**config.mk**
```make
export PLATFORM = sky130hd
export DESIGN_NAME = velocity_rollout_trajectory_unit
export DESIGN_NICKNAME = d
export VERILOG_FILES = /design/src/hdl/vrt_pkg.sv /design/src/hdl/velocity_rollout_trajectory_unit.sv
export VERILOG_INCLUDE_DIRS = /design/src /design/src/hdl
export SDC_FILE = /design/constraint.sdc
export NUM_CORES = 2
export LEC_CHECK = 0
export ABC_AREA = 1
export BUFFER_PORTS_ARGS = -buffer_cell sky130_fd_sc_hd__buf_2
export CAP_MARGIN = 10
export CORE_MARGIN = 2
export CORE_UTILIZATION = 35
export DETAILED_ROUTE_END_ITERATION = 8
export HOLD_SLACK_MARGIN = 0.02
export PLACE_DENSITY = 0.59
export SLEW_MARGIN = 20
export SYNTH_ARGS = -nofsm -noshare
export SYNTH_HDL_FRONTEND = slang
export SYNTH_SLANG_ARGS = --single-unit
```
**constraint.sdc**
```tcl
create_clock -name aclk -period 21.8 [get_ports aclk]
set_input_delay 1.09 -clock aclk [delete_from_list [all_inputs] [get_ports aclk]]
set_output_delay 1.09 -clock aclk [all_outputs]
set_load 0.01 [all_outputs]
```
**src/hdl/velocity_rollout_trajectory_unit_assert.svh**
```systemverilog
// assertion macros shared by the rollout design
`ifndef VELOCITY_ROLLOUT_TRAJECTORY_UNIT_ASSERT_SVH
`define VELOCITY_ROLLOUT_TRAJECTORY_UNIT_ASSERT_SVH

// same-cycle implication, checked out of reset
`define VRT_ASSERT_NOW(label, clk, rstn, ante, cons) \
    label: assert property (@(posedge clk) disable iff (!rstn) (ante) |-> (cons)) \
        else $error("rollout check failed");

// next-cycle implication, checked out of reset
`define VRT_ASSERT_NEXT(label, clk, rstn, ante, cons) \
    label: assert property (@(posedge clk) disable iff (!rstn) (ante) |=> (cons)) \
        else $error("rollout check failed");

`endif

```
**src/hdl/vrt_pkg.sv**
```systemverilog
package vrt_pkg;

    localparam int MAX_STEPS = 64;
    localparam int IDX_W     = $clog2(MAX_STEPS);
    localparam int CORDIC_N  = 14;

    // register indexes
    localparam logic [2:0] REG_ACCEL_X    = 3'd0;
    localparam logic [2:0] REG_DECEL_X    = 3'd1;
    localparam logic [2:0] REG_ACCEL_Y    = 3'd2;
    localparam logic [2:0] REG_DECEL_Y    = 3'd3;
    localparam logic [2:0] REG_ACCEL_TURN = 3'd4;
    localparam logic [2:0] REG_DECEL_TURN = 3'd5;
    localparam logic [2:0] REG_TIME_STEP  = 3'd6;
    localparam logic [2:0] REG_STEPS      = 3'd7;

    localparam logic signed [17:0] CORDIC_GAIN = 18'sd9949;

    // cordic arctangent table, binary angle units
    function automatic logic signed [16:0] atan_lut(input logic [3:0] i);
        logic signed [16:0] r;
        case (i)
            4'd0:    r = 17'sd8192;
            4'd1:    r = 17'sd4836;
            4'd2:    r = 17'sd2555;
            4'd3:    r = 17'sd1297;
            4'd4:    r = 17'sd651;
            4'd5:    r = 17'sd326;
            4'd6:    r = 17'sd163;
            4'd7:    r = 17'sd81;
            4'd8:    r = 17'sd41;
            4'd9:    r = 17'sd20;
            4'd10:   r = 17'sd10;
            4'd11:   r = 17'sd5;
            4'd12:   r = 17'sd3;
            4'd13:   r = 17'sd1;
            default: r = 17'sd0;
        endcase
        return r;
    endfunction

    // move velocity by d toward target, clamp at target, saturate to 24 bits
    function automatic logic signed [23:0] project(input logic signed [23:0] v,
                                                   input logic signed [23:0] tgt,
                                                   input logic signed [23:0] d);
        logic signed [24:0] n;
        logic signed [24:0] t;
        n = 25'(v) + 25'(d);
        t = 25'(tgt);
        if (v < tgt) begin
            if (n > t) n = t;
        end else begin
            if (n < t) n = t;
        end
        if (n > 25'sd8388607) n = 25'sd8388607;
        if (n < -25'sd8388608) n = -25'sd8388608;
        return n[23:0];
    endfunction

    // saturate a position sum to 32 bits
    function automatic logic signed [31:0] sat32(input logic signed [34:0] v);
        logic signed [31:0] r;
        if (v > 35'sd2147483647) r = 32'sh7FFFFFFF;
        else if (v < -35'sd2147483648) r = 32'sh80000000;
        else r = v[31:0];
        return r;
    endfunction

endpackage

```
**src/hdl/velocity_rollout_trajectory_unit.sv**
```systemverilog
// channel  | direction | handshake          | words
// s_       | in        | s_valid / s_ready  | one start pose, current and target velocities
// m_       | out       | m_valid / m_ready  | one pose per word, up to 64 per item
// cfg_     | in        | cfg_wen            | one register write
// each later pose runs the velocity, cordic, fold, rotate and heading states in turn
// all products go through one shared 25x18 multiplier; the cordic loop uses shifts and adds
// aresetn is synchronous; control clears, the configuration registers take their reset values
// the block takes no new item until the last pose of a rollout is taken
module velocity_rollout_trajectory_unit
    import vrt_pkg::*;
(
    input  logic                    aclk,
    input  logic                    aresetn,
    input  logic                    cfg_wen,
    input  logic [2:0]              cfg_index,
    input  logic [23:0]             cfg_wdata,
    input  logic                    s_valid,
    output logic                    s_ready,
    input  logic signed [31:0]      s_start_x,
    input  logic signed [31:0]      s_start_y,
    input  logic [15:0]             s_start_heading,
    input  logic signed [23:0]      s_cur_vx,
    input  logic signed [23:0]      s_cur_vy,
    input  logic signed [23:0]      s_cur_vturn,
    input  logic signed [23:0]      s_tgt_vx,
    input  logic signed [23:0]      s_tgt_vy,
    input  logic signed [23:0]      s_tgt_vturn,
    output logic                    m_valid,
    input  logic                    m_ready,
    output logic signed [31:0]      m_pose_x,
    output logic signed [31:0]      m_pose_y,
    output logic [15:0]             m_pose_heading,
    output logic [IDX_W-1:0]        m_step_index,
    output logic                    m_last_pose
);

    typedef enum logic [4:0] {
        ST_IDLE, ST_EMIT,
        ST_VX_M, ST_VX_U, ST_VY_M, ST_VY_U, ST_VT_M, ST_VT_U,
        ST_ROT, ST_FOLD,
        ST_PX_M1, ST_PX_M2, ST_PX_S, ST_PX_H, ST_PX_L, ST_PX_U,
        ST_PY_M1, ST_PY_M2, ST_PY_S, ST_PY_H, ST_PY_L, ST_PY_U,
        ST_HD_M, ST_HD_U
    } state_t;

    state_t state_reg;

    logic signed [23:0] accel_x_reg, decel_x_reg, accel_y_reg, decel_y_reg;
    logic signed [23:0] accel_turn_reg, decel_turn_reg;
    logic [15:0]        dt_reg;
    logic [6:0]         steps_reg;

    logic signed [31:0] px_reg, py_reg;
    logic [23:0]        hd_reg;
    logic signed [23:0] vx_reg, vy_reg, vt_reg, tx_reg, ty_reg, tt_reg;
    logic [IDX_W-1:0]   k_reg, last_idx_reg;

    logic signed [17:0] rot_x_reg, rot_y_reg, cos_reg, sin_reg;
    logic signed [16:0] rot_z_reg;
    logic [3:0]         iter_reg;
    logic [1:0]         quad_reg;

    logic signed [42:0] prod_reg;
    logic signed [63:0] acc_reg;
    logic signed [43:0] a_reg;

    // configuration writes
    always_ff @(posedge aclk) begin
        if (!aresetn) begin
            accel_x_reg    <= 24'sd163840;
            decel_x_reg    <= -24'sd163840;
            accel_y_reg    <= 24'sd163840;
            decel_y_reg    <= -24'sd163840;
            accel_turn_reg <= 24'sd4194304;
            decel_turn_reg <= -24'sd4194304;
            dt_reg         <= 16'd6554;
            steps_reg      <= 7'd15;
        end else if (cfg_wen) begin
            unique case (cfg_index)
                REG_ACCEL_X:    accel_x_reg    <= cfg_wdata;
                REG_DECEL_X:    decel_x_reg    <= cfg_wdata;
                REG_ACCEL_Y:    accel_y_reg    <= cfg_wdata;
                REG_DECEL_Y:    decel_y_reg    <= cfg_wdata;
                REG_ACCEL_TURN: accel_turn_reg <= cfg_wdata;
                REG_DECEL_TURN: decel_turn_reg <= cfg_wdata;
                REG_TIME_STEP:  dt_reg         <= cfg_wdata[15:0];
                REG_STEPS:      steps_reg      <= cfg_wdata[6:0];
                default: ;
            endcase
        end
    end

    // shared multiplier operand select
    logic signed [24:0] mul_a;
    logic signed [17:0] mul_b;
    logic signed [17:0] dt_s;
    logic signed [42:0] mul_p;

    assign dt_s = signed'({2'b00, dt_reg});

    always_comb begin
        mul_a = '0;
        mul_b = dt_s;
        case (state_reg)
            ST_VX_M:  mul_a = 25'((vx_reg < tx_reg) ? accel_x_reg : decel_x_reg);
            ST_VY_M:  mul_a = 25'((vy_reg < ty_reg) ? accel_y_reg : decel_y_reg);
            ST_VT_M:  mul_a = 25'((vt_reg < tt_reg) ? accel_turn_reg : decel_turn_reg);
            ST_HD_M:  mul_a = 25'(vt_reg);
            ST_PX_M1: begin mul_a = 25'(vx_reg); mul_b = cos_reg; end
            ST_PX_M2: begin mul_a = 25'(vy_reg); mul_b = sin_reg; end
            ST_PY_M1: begin mul_a = 25'(vx_reg); mul_b = sin_reg; end
            ST_PY_M2: begin mul_a = 25'(vy_reg); mul_b = cos_reg; end
            ST_PX_H, ST_PY_H: mul_a = 25'(signed'(a_reg[43:20]));
            ST_PX_L, ST_PY_L: mul_a = signed'({5'b00000, a_reg[19:0]});
            default: mul_a = '0;
        endcase
    end

    assign mul_p = 43'(mul_a * mul_b);

    // cordic step and quadrant fold
    logic [15:0]        h16;
    logic [15:0]        hq;
    logic [15:0]        zq;
    logic signed [17:0] ysh, xsh;
    logic signed [63:0] pos_sum;
    logic signed [34:0] pos_next;

    assign h16 = hd_reg[23:8];
    assign hq  = h16 + 16'd8192;
    assign zq  = h16 - {hq[15:14], 14'd0};
    assign ysh = rot_y_reg >>> iter_reg;
    assign xsh = rot_x_reg >>> iter_reg;
    assign pos_sum = acc_reg + 64'(prod_reg);
    assign pos_next = 35'(pos_sum >>> 30);

    assign s_ready        = (state_reg == ST_IDLE);
    assign m_valid        = (state_reg == ST_EMIT);
    assign m_pose_x       = px_reg;
    assign m_pose_y       = py_reg;
    assign m_pose_heading = hd_reg[23:8];
    assign m_step_index   = k_reg;
    assign m_last_pose    = (k_reg == last_idx_reg);

    // sequencer and datapath registers
    always_ff @(posedge aclk) begin
        if (!aresetn) begin
            state_reg <= ST_IDLE;
        end else begin
            prod_reg <= mul_p;
            unique case (state_reg)
                ST_IDLE: begin
                    if (s_valid) begin
                        px_reg <= s_start_x;
                        py_reg <= s_start_y;
                        hd_reg <= {s_start_heading, 8'd0};
                        vx_reg <= s_cur_vx;
                        vy_reg <= s_cur_vy;
                        vt_reg <= s_cur_vturn;
                        tx_reg <= s_tgt_vx;
                        ty_reg <= s_tgt_vy;
                        tt_reg <= s_tgt_vturn;
                        k_reg  <= '0;
                        if (steps_reg == 7'd0)
                            last_idx_reg <= '0;
                        else if (steps_reg > 7'(MAX_STEPS))
                            last_idx_reg <= IDX_W'(MAX_STEPS - 1);
                        else
                            last_idx_reg <= IDX_W'(steps_reg - 7'd1);
                        state_reg <= ST_EMIT;
                    end
                end
                ST_EMIT: begin
                    if (m_ready) begin
                        if (k_reg == last_idx_reg) begin
                            state_reg <= ST_IDLE;
                        end else begin
                            k_reg     <= k_reg + 1'b1;
                            state_reg <= ST_VX_M;
                        end
                    end
                end
                ST_VX_M: state_reg <= ST_VX_U;
                ST_VX_U: begin
                    vx_reg    <= project(vx_reg, tx_reg, prod_reg[39:16]);
                    state_reg <= ST_VY_M;
                end
                ST_VY_M: state_reg <= ST_VY_U;
                ST_VY_U: begin
                    vy_reg    <= project(vy_reg, ty_reg, prod_reg[39:16]);
                    state_reg <= ST_VT_M;
                end
                ST_VT_M: state_reg <= ST_VT_U;
                ST_VT_U: begin
                    vt_reg    <= project(vt_reg, tt_reg, prod_reg[39:16]);
                    rot_x_reg <= CORDIC_GAIN;
                    rot_y_reg <= '0;
                    rot_z_reg <= 17'(signed'(zq));
                    quad_reg  <= hq[15:14];
                    iter_reg  <= '0;
                    state_reg <= ST_ROT;
                end
                ST_ROT: begin
                    if (rot_z_reg >= 0) begin
                        rot_x_reg <= rot_x_reg - ysh;
                        rot_y_reg <= rot_y_reg + xsh;
                        rot_z_reg <= rot_z_reg - atan_lut(iter_reg);
                    end else begin
                        rot_x_reg <= rot_x_reg + ysh;
                        rot_y_reg <= rot_y_reg - xsh;
                        rot_z_reg <= rot_z_reg + atan_lut(iter_reg);
                    end
                    iter_reg <= iter_reg + 1'b1;
                    if (iter_reg == 4'(CORDIC_N - 1))
                        state_reg <= ST_FOLD;
                end
                ST_FOLD: begin
                    case (quad_reg)
                        2'd0:    begin cos_reg <= rot_x_reg;  sin_reg <= rot_y_reg;  end
                        2'd1:    begin cos_reg <= -rot_y_reg; sin_reg <= rot_x_reg;  end
                        2'd2:    begin cos_reg <= -rot_x_reg; sin_reg <= -rot_y_reg; end
                        default: begin cos_reg <= rot_y_reg;  sin_reg <= -rot_x_reg; end
                    endcase
                    state_reg <= ST_PX_M1;
                end
                ST_PX_M1: state_reg <= ST_PX_M2;
                ST_PX_M2: begin
                    acc_reg   <= 64'(prod_reg);
                    state_reg <= ST_PX_S;
                end
                ST_PX_S: begin
                    a_reg     <= 44'(acc_reg) - 44'(prod_reg);
                    state_reg <= ST_PX_H;
                end
                ST_PX_H: state_reg <= ST_PX_L;
                ST_PX_L: begin
                    acc_reg   <= 64'(prod_reg) <<< 20;
                    state_reg <= ST_PX_U;
                end
                ST_PX_U: begin
                    px_reg    <= sat32(35'(px_reg) + pos_next);
                    state_reg <= ST_PY_M1;
                end
                ST_PY_M1: state_reg <= ST_PY_M2;
                ST_PY_M2: begin
                    acc_reg   <= 64'(prod_reg);
                    state_reg <= ST_PY_S;
                end
                ST_PY_S: begin
                    a_reg     <= 44'(acc_reg) + 44'(prod_reg);
                    state_reg <= ST_PY_H;
                end
                ST_PY_H: state_reg <= ST_PY_L;
                ST_PY_L: begin
                    acc_reg   <= 64'(prod_reg) <<< 20;
                    state_reg <= ST_PY_U;
                end
                ST_PY_U: begin
                    py_reg    <= sat32(35'(py_reg) + pos_next);
                    state_reg <= ST_HD_M;
                end
                ST_HD_M: state_reg <= ST_HD_U;
                ST_HD_U: begin
                    hd_reg    <= hd_reg + prod_reg[39:16];
                    state_reg <= ST_EMIT;
                end
                default: state_reg <= ST_IDLE;
            endcase
        end
    end

    `include "velocity_rollout_trajectory_unit_assert.svh"

    `VRT_ASSERT_NOW(a_no_overlap, aclk, aresetn, m_valid, !s_ready)
    `VRT_ASSERT_NOW(a_last_index, aclk, aresetn, m_valid && m_last_pose, m_step_index == last_idx_reg)
    `VRT_ASSERT_NEXT(a_done_idle, aclk, aresetn, m_valid && m_ready && m_last_pose, s_ready)
    `VRT_ASSERT_NEXT(a_step_gap, aclk, aresetn, m_valid && m_ready && !m_last_pose, !m_valid && !s_ready)

endmodule

```
==> flow_summary.ini <==
[outcome]
status = complete, no violations

[clock_network]
postCtsHoldBufs = 0
postCtsSetupBuffers = 0
h-tree-depth = 3
cts.sinks = 675
clkLatencyLatePin_ps = 770
numCtsBuffers = 87
path_clk_slew_ps = 70
cts-resized-gates = 0
cts_tree = done
cts_buffer_depth = 3
root_buffer = clkbuf_16

[global_route]
use_met2 = 0.439
grt_pass1_wl_mm = 408
antenna_found_initial = 18
grt_pass1_vias = 65900
grt.met1_usage = 0.331
grtUsageTotal = 0.261
grt_max_degree = 81
busiest_layer = met2
grt.met3_usage = 0.0339
grt_overflow = 0

[placement]
gp_congestion = 0.983
placed_cell_area_um2 = 75400
numPortBuffers = 344
hpwlAfterDp_mm = 216

[pwr]
power_density_nw_per_um2 = 148
power_mw = 11.6
peakVddDrop_mv = 0.134
total_leakage_power_nw = 37.5

[routing]
wl_mm = 273
post-route-drc-count = 0
ant_nets = 0
routedWlPerCell_um = 21.7
via_per_inst = 5.31
dr.pass1.iters = 8
num_vias = 66900
drt_iter0_drc = 6270

[sta]
setup_violations = 0
min_period_ps = 11140
tightest_slew_ps = 1200
max_freq_ghz = 0.0898
rsz0062_at_grt = no
finalCritPeriodShare = 0.511
slew_viol_final = 0
setup_tns_ps = 0
holdWs_ps = 460
fin_skew_ps = 63.6
relSlewSlack = 0.202
finalHoldViolCount = 0

[hold_path]
min_path_cells = 2
hp-class = reg -> reg

[layout]
n_fill_cell = 21000
layout-drive-gt1-share = 0.0675
fin_area_um2 = 78500
finalNetCount = 11100
largest_reg_flops = 63
area_growth_pct = 10.8

[logic_synthesis]
synth.distinct_cells = 65
ys_async_sr_fraction = 0
synth.largest_area_cell = edfxtp_1
synth_top_area_frac = 0.207
synth.most_common_cell = nand2_1
synthCells = 9629
syn-num-nets = 10900
synth_edf_count = 489
yosysWarnings = 0
ys_seq_area_frac = 0.260
avgSynthCellArea_um2 = 7.36
synth_area_um2 = 70900
ys_top_cells_by_area = edfxtp_1 21%, fa_1 12%, nand2_1 12%, ha_1 10%, inv_1 7.2%
ys.flop_type = edfxtp_1
netlist_top_cells_count = 2279 x nand2_1, 1352 x inv_1, 1192 x nor2_1
ys_ff_latch = 675

[critical_path]
path_common_cell = fa_1
cp-end-kind = flop
cp_slowest_cell = nor2_1
slowest_delay_ps = 900
crit_required_ps = 22270
rr_worst_depth = 31
cp_max_fo = 25
start_kind = flop
worstPathArrival_ps = 11600
critPathKind = reg -> reg

[die]
initial_utilization = 0.351
fp-row-count = 165
io_pins = 345
fp.dieW_um = 454
die_y_um = 454
core-area_um2 = 202000
die_area_um2 = 206000

[run]
maxCapViolations = 0
kinds of logic after synthesis:
| kind of cell | share of synthesized area |
|---|---|
| mux | 0.00157 |
| flops | 0.260 |
| buf+inv | 0.0942 |
| fa+ha+maj | 0.228 |
| xor+xnor | 0.0454 |
| simple gates | 0.233 |
| compound gates | 0.138 |
path summary, 6_finish.rpt:
check                                   from                               to  slack, ps
max                state_reg[4]$_SDFFE_PN0P_           prod_reg[40]$_DFFE_PP_      10660
min          accel_turn_reg[22]$_SDFFE_PN1P_  accel_turn_reg[22]$_SDFFE_PN1P_        460
max reg2reg        state_reg[4]$_SDFFE_PN0P_           prod_reg[40]$_DFFE_PP_      10660
min reg2reg  accel_turn_reg[22]$_SDFFE_PN1P_  accel_turn_reg[22]$_SDFFE_PN1P_        460
placed cells by master, fill, tap and decap left out, types with 32 or more instances in the layout:
| cell type | synthesis | layout |
|---|---|---|
| buf_4 | 40 | 105 |
| o21bai_1 | 67 | 67 |
| edfxtp_1 | 489 | 489 |
| inv_1 | 1352 | 1351 |
| o21a_1 | 52 | 52 |
| nand3_1 | 385 | 385 |
| a21oi_1 | 632 | 624 |
| ha_1 | 586 | 586 |
| a221oi_1 | 32 | 32 |
| o21ai_0 | 677 | 675 |
| nor3_1 | 72 | 70 |
| o21ai_1 | 33 | 33 |
| o211ai_1 | 43 | 43 |
| xor2_1 | 264 | 264 |
| a31oi_1 | 56 | 55 |
| buf_2 | 75 | 343 |
| nand2_1 | 2279 | 2274 |
| nor2_1 | 1192 | 1186 |
| dfxtp_1 | 186 | 186 |
| clkbuf_16 | 0 | 91 |
| fa_1 | 440 | 440 |
| xnor2_1 | 103 | 103 |
| nand4_1 | 99 | 99 |
stage by stage:
stage,setup WS [ps],utilization,instances
2_1_floorplan,12890,-,9629
3_3_place_gp,10840,0.373,12400
3_5_place_dp,10840,0.374,12400
4_1_cts,10740,0.389,12600
5_1_grt,10260,0.389,12600
6_report,10660,0.389,12600
final cells by class:
cell class | instances | area [um^2] | area share
Sequential cell | 675 | 18400 | 0.235
Timing Repair Buffer | 453 | 2610 | 0.0332
Antenna cell | 8 | 20.0 | 0.000255
Inverter | 1373 | 5150 | 0.0657
Clock buffer | 110 | 2400 | 0.0305
Tap cell | 2672 | 3340 | 0.0426
Clock inverter | 52 | 641 | 0.00816
Multi-Input combinational cell | 7267 | 45900 | 0.585
report_power, final:
| group | switching [mW] | internal, mW | leakage, nW |
|---|---|---|---|
| registers | 0.202 | 1.62 | 6.10 |
| clock network | 0.659 | 0.896 | 1.47 |
| logic | 5.65 | 2.57 | 29.9 |
worst max-delay path: cells and delay by family (launching register included):
kind,cells,cell delay [ps]
simple gates,7,2030
compound gates,9,2800
fa+ha+maj,7,3480
xor+xnor,1,150
flops,1,410
buf+inv,7,1950
metal layers:
metal,share of wire,vias up
li1,-,31900
met1,0.41,31900
met2,0.47,2571
met3,0.065,603
met4,0.055,8
met5,0.00021,-
(Power assumes the default switching activity.)
